## config.mk

```make
export PLATFORM = sky130hd
export DESIGN_NAME = cto_ram
export DESIGN_NICKNAME = d
export VERILOG_FILES = /design/src/cto_ram.sv
export SDC_FILE = /design/constraint.sdc
export NUM_CORES = 1
export LEC_CHECK = 0
export BUFFER_PORTS_ARGS = -buffer_cell sky130_fd_sc_hd__buf_2
export CAP_MARGIN = 20
export CELL_PAD_IN_SITES_DETAIL_PLACEMENT = 1
export CELL_PAD_IN_SITES_GLOBAL_PLACEMENT = 2
export CORE_MARGIN = 8
export CORE_UTILIZATION = 31
export CTS_BUF_LIST = sky130_fd_sc_hd__clkbuf_8
export CTS_CLUSTER_DIAMETER = 60
export DETAILED_ROUTE_END_ITERATION = 10
export HOLD_SLACK_MARGIN = 0.1
export MAX_ROUTING_LAYER = met4
export PLACE_DENSITY_LB_ADDON = 0.1
export SYNTH_ARGS = -nofsm -noshare
export SYNTH_HDL_FRONTEND = slang
export SYNTH_SLANG_ARGS = --single-unit
```

## constraint.sdc

```tcl
create_clock -name clk -period 6.85 [get_ports clk]
set_input_delay 2.055 -clock clk [delete_from_list [all_inputs] [get_ports clk]]
set_output_delay 2.055 -clock clk [all_outputs]
set_load 0.02 [all_outputs]
```

## src/cto_ram.sv

```systemverilog
// ----------------------------------------------------------------------------
// cto_ram
// Generic single-write, single-read RAM with registered read data.
// ----------------------------------------------------------------------------
module cto_ram #(
  parameter int unsigned WIDTH = 8,
  parameter int unsigned DEPTH = 64
) (
  input  logic                                       clk,
  input  logic                                       wr_en,
  input  logic [(DEPTH > 1 ? $clog2(DEPTH) : 1)-1:0] wr_addr,
  input  logic [WIDTH-1:0]                           wr_data,
  input  logic [(DEPTH > 1 ? $clog2(DEPTH) : 1)-1:0] rd_addr,
  output logic [WIDTH-1:0]                           rd_data
);

  logic [WIDTH-1:0] mem [DEPTH];

  always_ff @(posedge clk) begin
    if (wr_en) begin
      mem[wr_addr] <= wr_data;
    end
    rd_data <= mem[rd_addr];
  end

endmodule

```

==> results of run 1 <==
-- layer usage --
metal / global-route usage, % / wire length [um]
met1: 20.2 / 25500
met2: 23.7 / 25800
met3: 2.51 / 1890
met4: 4.38 / 856
met5: - / 0
-- state kept, by name, summed over array words and instances, names as in the netlist --
| register | count |
|---|---|
| mem | 512 |
| rd_data | 8 |
-- final cells by class --
cell class              count  area [sq um]
diodes                      1          2.50
clock buffers             103          1420
clock inverters            55           220
well taps                 855          1070
multi-input cells         369          4320
flip-flops and latches    520         15500
repair buffers             58           422
fillers                  6231         41400
-- cells in the final DEF, fill, tap and decap left out, types with 3 or more instances in the layout --
master     count
o22ai_1        8
mux2i_1       23
a21oi_1        3
o221ai_1       8
dfxtp_1        8
o2111ai_1      3
nor2_1        83
nand3_1       13
buf_2         26
a221oi_1       6
clkinv_1      18
buf_4         24
clkinv_2       5
nor3_1         7
nand2_1       19
mux4_2       126
a211oi_1       4
edfxtp_1     512
nor2b_1       14
a22oi_1        3
clkbuf_8     103
inv_1         30
o2bb2ai_1      3
nand2b_1       7
buf_6          5
nand3b_1       3
mux2_2        13
-- report_power, final --
part	total, mW	switching [mW]	internal [mW]	leakage, nW
clock network	2.60	1.24	1.36	0.948
logic	0.340	0.219	0.121	1.56
registers	3.54	0.0125	3.52	4.67
total	6.47	1.47	5.00	7.18
-- worst max-delay path, cell delays in order --
cell       delay (ns)
buf_8            0.51
buf_12           0.38
mux4_2           0.57
nor2b_1          0.15
a2111oi_0        0.89
o41ai_1          0.14
-- logic make-up (layout without fill, tap and decap cells) --
| logic type | Yosys count | after routing | share of synthesized area, % |
|---|---|---|---|
| other cells | 0 | 1 | 0 |
| buf+inv | 51 | 216 | 1.57 |
| simple gates | 153 | 153 | 3.39 |
| compound gates | 54 | 54 | 2.07 |
| mux | 162 | 162 | 15.9 |
| flops | 520 | 520 | 77.0 |
-- through the flow --
stage / utilization [%] / hold WS (ns) / setup slack [ns]
after floorplan: - / 0.718 / 3.13
after global placement: 33.0 / 0.835 / 1.68
after detailed placement: 33.1 / 0.883 / 1.74
after CTS: 35.7 / 0.895 / 2.46
after global routing: 35.7 / 0.939 / 2.39
final: 35.7 / 0.890 / 2.57
-- worst paths after layout --
path,startpoint,endpoint,slack (ns),cells after the start
worst max-delay path,rd_addr[0],rd_data[5]$_DFF_P_,2.57,6
worst min-delay path,mem[19][0]$_DFFE_PP_,rd_data[0]$_DFF_P_,0.89,4
worst min register to register,mem[19][0]$_DFFE_PP_,rd_data[0]$_DFF_P_,0.89,4
worst max register to register,mem[47][0]$_DFFE_PP_,rd_data[0]$_DFF_P_,4.63,4
==> results.md, run 1 <==
- Most frequent cell after synthesis: edfxtp_1
- Worst slew pin tran: 1.10 ns
- Maximum clock rate: 234 MHz
- Vias in the first global route: 10,496
- Synthesis-to-layout area growth: 14.0%
- Total CTS buffers: 89
- Register area share after synthesis: 77.0%
- CP required: 7.35 ns
- Post-CTS Hold Fix Bufs: 0
- DIE WIDTH: 271 um
- Top post-synthesis cells by area: edfxtp_1 (76%), mux4_2 (14%), nor2_1 (1.5%)
- Routed Antenna Nets: 0
- Net Count, Synth: 962
- Synthesized area: 20,200 sq um
- Iter 0 DRT Violations: 731
- Clock buffer depth: 3
- Largest net degree at the start of global routing: 65
- Outcome: finished, final reports clean
- Dpl cells: 1,798
- Max Transition Viols Final: 0
- DRC viols: 0
- Worst Skew: 0.0147 ns
- Routed wire length: 54,100 um
- Crit Path Category: in2reg
- Drt pass-1 iters: 4
- Reg clk slew, reported paths: 0.06 ns
- RSZ-0062 raised after global routing: false
- Design area: 23,000 sq um
- Top-level I/O count: 30
- First-pass GRT wire length: 78,100 um
- Initial antenna violation count: 3
- Worst min-delay path class: reg2reg
- P_leak: 7.18 nW
- Flops & latches, synth: 520
- Most frequent cells after synthesis: edfxtp_1 (512), mux4_2 (126), nor2_1 (83)
- # rows: 93
- Syn_area_per_cell: 21.5 sq um
- Most common flop cell mapped by yosys: edfxtp_1
- Power Density: 282 nW/um^2
- Worst slew margin: 26.6%
- Critical Path End Type: register
- Via count: 9,578
- Tmin final: 4.28 ns
- Nets: 1,060
- Drt wl/cell: 27.6 um
- PortBufs: 29
- CTS Sinks: 520
- Peak supply drop: 0.0938 mV
- Share of cells above drive strength 1: 28.0%
- Final hold violation count: 0
- Tot Pwr: 6.47 mW
- GRT overflow: 0
- Chip height: 271 um
- Max_cap viols: 0
- Area leader, netlist: edfxtp_1
- Share of synthesized flip-flops with an asynchronous set or reset: 0%
- Placed cell area: 21,300 sq um
- Crit start category: primary input
- CTS tree: yes
- Area of the die: 73,500 sq um
- EDFF count, synth: 512
- Vias/cell: 4.88
- # setup viols final: 0
- H-tree Lvls: 3
- Cells after Synth: 940
- Worst-path fanout max: 61
- Starting Density: 31.3%
- Final instance count without filler cells: 1,961
- # Post-CTS Setup Buffers: 0
- Placer Congestion: 0.723
- Setup TNS: 0 ns
- Final Cycle Share: 62.4%
- Core Area: 64,300 sq um
- Synth top area share: 76.2%
- CP arrival: 4.77 ns
- Synth cell types: 40
- CTS root buffer: clkbuf_8
- Post-CTS Resized: 0
- Worst skew pair latency: 0.66 ns
- Total track usage: 15.1%
- Yosys warnings: 0
- DP HPWL: 32,500 um
Note: power is estimated with default switching activity, not from simulation.
==> run 2: changes to the inputs <==
==> constraint.sdc (replaced) <==
create_clock -name clk -period 3.9 [get_ports clk]
set_input_delay 1.17 -clock clk [delete_from_list [all_inputs] [get_ports clk]]
set_output_delay 1.17 -clock clk [all_outputs]
set_load 0.02 [all_outputs]
==> run 2 against run 1 <==
Effect of this change:
- worst setup slack got worse by 1.8 ns
- routed wire length increased by 4.8%
- combinational power increased by 91%
- largest cell class unchanged
- sequential share of layout area decreased by 2.1 points
- critical endpoint is now rd_data[3]$_DFF_P_
==> results.md, run 2 (same netlist as run 1, synthesis figures left out) <==
- Worst Hold Slack: 0.861 ns (-0.0287 ns)
- Critical-path top delay cell: a2111oi_0
- Flop2flop setup slack: 1.75 ns (-2.88 ns)
- Commonest cells after routing, fill and taps aside: edfxtp_1 (512), mux4_2 (126), buf_4 (110)
- Initial antenna violation count: 4 (+1)
- Total CTS buffers: 92 (+3.4%)
- H-tree Lvls: 3 (unchanged)
- CTS Sinks: 520 (unchanged)
- Drt pass-1 iters: 5 (+1)
- Worst slew pin tran: 0.985 ns (-0.112 ns)
- Reg2Reg Depth: 5 (+1)
- Iter 0 DRT Violations: 700 (-4.2%)
- Area of the die: 73,500 sq um (unchanged)
- R2R Path Start: mem[14][2]$_DFFE_PP_
- Reg area: 15,500 sq um (unchanged)
- P_leak: 7.69 nW (+7.2%)
- Max stage delay on crit path: 0.81 ns (-0.08 ns)
- Share of cells above drive strength 1: 32.9% (+4.9 points)
- Clock buffer depth: 3 (unchanged)
- Chip height: 271 um (unchanged)
- CP required: 4.42 ns (-2.93 ns)
- Largest net degree at the start of global routing: 45 (-31%)
- Power Density: 484 nW/um^2 (+72%)
- Drt wl/cell: 27.5 um (-0.26%)
- Final hold violation count: 0 (unchanged)
- Global route hottest layer: met2
- Vias/cell: 4.86 (-0.55%)
- Final Cycle Share: 79.2%
- DRC viols: 0 (unchanged)
- First-pass GRT wire length: 82,000 um (+5.0%)
- Biggest regs: mem (512), rd_data (8)
- Worst Setup SP: rd_addr[0]
- Post-CTS Hold Fix Bufs: 0 (unchanged)
- Maximum clock rate: 324 MHz
- Placer Congestion: 0.728 (+0.68%)
- Starting Density: 31.3% (unchanged)
- Max reg flops: 512 (unchanged)
- Core Area: 64,300 sq um (unchanged)
- CTS root buffer: clkbuf_8
- Met2 usage: 24.1% (+0.39 points)
- Vias in the first global route: 11,062 (+5.4%)
- Max_cap viols: 0 (unchanged)
- RSZ-0062 raised after global routing: false
- # Post-CTS Setup Buffers: 0 (unchanged)
- Multi-input gate area: 4320 sq um (unchanged)
- Total track usage: 15.9% (+0.80 points)
- Critical Path End Type: register
- # setup viols final: 0 (unchanged)
- Max Transition Viols Final: 0 (unchanged)
- Biggest register: mem
- Hold Crit Depth: 3 (-1)
- GRT overflow: 0 (unchanged)
- Tot Pwr: 11.5 mW (+78%)
- DIE WIDTH: 271 um (unchanged)
- Setup TNS: 0 ns (unchanged)
- Worst slew margin: 34.3% (+7.8 points)
- GR Layer Usage met3: 3.08% (+0.57 points)
- PortBufs: 29 (unchanged)
- Worst Skew: 0.0230 ns (+0.00832 ns)
- Synthesis-to-layout area growth: 17.7%
- DP HPWL: 36,400 um (+12%)
- CTS tree: yes
- Post-CTS Resized: 0 (unchanged)
- Tmin final: 3.09 ns
- Reg clk slew, reported paths: 0.06 ns (about the same)
- Via count: 10,006 (+4.5%)
- Outcome: finished, final reports clean
- Met1 usage: 21.2% (+1.0 points)
- Worst-path fanout max: 34 (-44%)
- Top-level I/O count: 30 (unchanged)
- Crit Path Category: in2reg
- Nets: 1,150 (+8.5%)
- Worst skew pair latency: 0.68 ns (+0.02 ns)
- Worst hold path startpoint: mem[31][4]$_DFFE_PP_
- Worst min-delay path class: reg2reg
- # rows: 93 (unchanged)
- CP cell instances: buf_8 -> buf_4 -> mux4_2 -> a2111oi_0 -> o41ai_1
- Routed wire length: 56,700 um (+4.8%)
- Routed Antenna Nets: 0 (unchanged)
- Crit start category: primary input
- Most common cell after layout, fill and taps aside: edfxtp_1
- FF-to-FF End: rd_data[2]$_DFF_P_
- WHS Endpoint: rd_data[4]$_DFF_P_
- CP arrival: 3.61 ns (-1.16 ns)
- Final-layout fill cell count: 6,259 (+0.45%)
- Peak supply drop: 0.192 mV (+100%)
[run 2: layer usage]
| metal | vias up | wire (um) | part of all wire [%] |
|---|---|---|---|
| met3 | 88 | 2310 | 4.1 |
| met5 | - | 0 | 0 |
| met1 | 5375 | 26400 | 47 |
| met2 | 216 | 26400 | 47 |
| met4 | 0 | 1610 | 2.8 |
| li1 | 4327 | - | - |
[run 2: area by class of cell]
cell class | count | area share (%)
diodes | 1 | 0.0105
clock buffers | 95 | 5.51
clock inverters | 75 | 1.54
multi-input cells | 369 | 18.2
flip-flops and latches | 520 | 65.5
well taps | 855 | 4.51
repair buffers | 145 | 4.77
[run 2: through the flow]
stage	util (%)	area [sq um]	worst slack, ns	cells
floorplan	-	20200	1.06	940
global placement	34.3	22100	0.208	1889
finish	36.9	23700	0.811	2060
CTS	36.9	23700	0.899	2059
detailed placement	34.3	22100	0.151	1889
global route	36.9	23700	0.749	2060
[run 2: critical path: cells and delay by family]
family | cells | cell delay, ns
buffers and inverters | 2 | 0.79
muxes | 1 | 0.58
AOI/OAI and AO/OA | 2 | 0.96
[run 2: power breakdown]
part | internal, mW | total, mW | switching (mW) | leakage [nW]
Sequential | 6.19 | 6.21 | 0.0237 | 4.67
Clock | 2.39 | 4.63 | 2.24 | 0.989
Combinational | 0.243 | 0.651 | 0.407 | 2.03
[run 2: worst max path at each step]
stage | endpoint | cells past startpoint | slack (ns)
global placement | rd_data[3]$_DFF_P_ | 5 | 0.21
floorplan | rd_data[3]$_DFF_P_ | 7 | 1.06
detailed placement | rd_data[3]$_DFF_P_ | 5 | 0.15
finish | rd_data[3]$_DFF_P_ | 5 | 0.81
global route | rd_data[3]$_DFF_P_ | 5 | 0.75
CTS | rd_data[3]$_DFF_P_ | 5 | 0.90
==> run 3: changes to the inputs <==
==> constraint.sdc (replaced) <==
create_clock -name clk -period 2.9 [get_ports clk]
set_input_delay 0.87 -clock clk [delete_from_list [all_inputs] [get_ports clk]]
set_output_delay 0.87 -clock clk [all_outputs]
set_load 0.02 [all_outputs]
==> run 3 against run 2 <==
Effect of this change:
- die area stayed put
- core utilization is 0.82 points higher
- sequential power is 34% higher
- flip-flop and latch count stayed put
- cell area is 2.2% higher
- first-iteration DRC count is 2.1% higher
- critical path type unchanged
- largest cell class unchanged
==> results.md, run 3 (same netlist as run 1, synthesis figures left out) <==
- Worst min-delay path class: in2reg
- Max reg flops: 512 (unchanged)
- Final-layout fill cell count: 6,236 (-0.37%)
- Initial antenna violation count: 2 (-2)
- DRC viols: 0 (unchanged)
- Post-CTS Resized: 0 (unchanged)
- Biggest regs: mem (512), rd_data (8)
- CTS root buffer: clkbuf_8
- Final cell utilization of the core: 37.7% (+0.82 points)
- Worst slew pin tran: 0.850 ns (-0.135 ns)
- Chip height: 271 um (unchanged)
- RSZ-0062 raised after global routing: false
- Total CTS buffers: 91 (-1.1%)
- Vias/cell: 4.81 (-0.98%)
- Outcome: finished, final reports clean
- Drt pass-1 iters: 4 (-1)
- Vias in the first global route: 11,085 (+0.21%)
- Share of cells above drive strength 1: 36.5% (+3.6 points)
- Biggest register: mem
- Met1 usage: 21.2% (-0.028 points)
- Reg2Reg Depth: 6 (+1)
- Starting Density: 31.3% (unchanged)
- Crit start category: primary input
- H-tree Lvls: 3 (unchanged)
- Synthesis-to-layout area growth: 20.3%
- Global route hottest layer: met2
- # rows: 93 (unchanged)
- Iter 0 DRT Violations: 715 (+2.1%)
- Core Area: 64,300 sq um (unchanged)
- DIE WIDTH: 271 um (unchanged)
- Final hold violation count: 0 (unchanged)
- DP HPWL: 37,000 um (+1.6%)
- Worst skew pair latency: 0.68 ns (about the same)
- Largest net degree at the start of global routing: 65 (+44%)
- CTS Sinks: 520 (unchanged)
- Worst slew margin: 43.3% (+9.0 points)
- GR Layer Usage met3: 2.66% (-0.41 points)
- Clock buffer depth: 3 (unchanged)
- Commonest cells after routing, fill and taps aside: edfxtp_1 (512), buf_4 (149), mux4_2 (126)
- Crit Path Category: in2reg
- Peak supply drop: 0.291 mV (+51%)
- Routed wire length: 56,100 um (-0.94%)
- Worst Skew: 0.0403 ns (+0.0173 ns)
- P_leak: 7.95 nW (+3.4%)
- Worst-path fanout max: 22 (-35%)
- Maximum clock rate: 406 MHz
- Dpl cells: 1,935 (+2.4%)
- CP required: 3.45 ns (-0.97 ns)
- Max Transition Viols Final: 0 (unchanged)
- Drt wl/cell: 26.7 um (-3.1%)
- GRT overflow: 0 (unchanged)
- Tmin final: 2.46 ns
- Max_cap viols: 0 (unchanged)
- Reg clk slew, reported paths: 0.06 ns (about the same)
- Top-level I/O count: 30 (unchanged)
- # Post-CTS Setup Buffers: 0 (unchanged)
- Final Cycle Share: 84.9%
- Placer Congestion: 0.744 (+2.2%)
- PortBufs: 29 (unchanged)
- # setup viols final: 0 (unchanged)
- Area of the die: 73,500 sq um (unchanged)
- CP arrival: 3.01 ns (-0.60 ns)
- CTS tree: yes
- Power Density: 652 nW/um^2 (+35%)
- Total track usage: 15.8% (-0.085 points)
- Most common cell after layout, fill and taps aside: edfxtp_1
- Nets: 1,195 (+3.9%)
- First-pass GRT wire length: 81,900 um (-0.13%)
- Critical Path End Type: register
- Met2 usage: 24.2% (+0.060 points)
- Post-CTS Hold Fix Bufs: 0 (unchanged)
- Routed Antenna Nets: 0 (unchanged)
- Final instance count without filler cells: 2,106 (+2.2%)
- Hold Crit Depth: 2 (-1)
- Via count: 10,129 (+1.2%)
run 3: worst paths after layout:
path | startpoint | to | slack [ns]
worst min-delay path | rd_addr[5] | rd_data[5]$_DFF_P_ | 0.59
worst max-delay path | rd_addr[0] | rd_data[7]$_DFF_P_ | 0.44
worst max register to register | mem[21][6]$_DFFE_PP_ | rd_data[6]$_DFF_P_ | 0.90
worst min register to register | mem[31][4]$_DFFE_PP_ | rd_data[4]$_DFF_P_ | 0.84
run 3: area by class of cell:
type | count | area [sq um] | area share (%)
flip-flops and latches | 520 | 15500 | 64.0
multi-input cells | 369 | 4320 | 17.8
repair buffers | 191 | 1560 | 6.45
clock buffers | 98 | 1350 | 5.56
well taps | 855 | 1070 | 4.41
clock inverters | 71 | 418 | 1.72
diodes | 2 | 5.00 | 0.0206
run 3: metal layers:
| metal | wire length, um | vias to the layer above |
|---|---|---|
| met3 | 2130 | 80 |
| met1 | 26100 | 5421 |
| met5 | 0 | - |
| met4 | 1500 | 0 |
| met2 | 26400 | 209 |
| li1 | - | 4419 |
run 3: critical path, stage by stage:
cell and delay, ns:
buf_8 0.19, buf_12 0.24, buf_12 0.17, mux4_2 0.51, mux2_2 0.31, o311ai_1 0.58
nand2_1 0.11
run 3: where the power goes:
group          switching (mW)  internal [mW]
Sequential             0.0306           8.32
Clock                    3.04           3.49
Combinational           0.550          0.375
Total                    3.62           12.2
run 3: per-stage QoR:
step / TNS, ns / area [sq um] / hold WS (ns) / power [mW] / setup slack, ns
global placement: -0.738 / 22500 / 0.795 / 9.46 / -0.278
finish: 0 / 24300 / 0.592 / 15.8 / 0.438
detailed placement: -0.763 / 22500 / 0.804 / 9.46 / -0.330
floorplan: 0 / 20200 / 0.718 / 8.95 / 0.362
CTS: 0 / 24300 / 0.501 / 16.1 / 0.447
global route: 0 / 24300 / 0.565 / 16.4 / 0.363
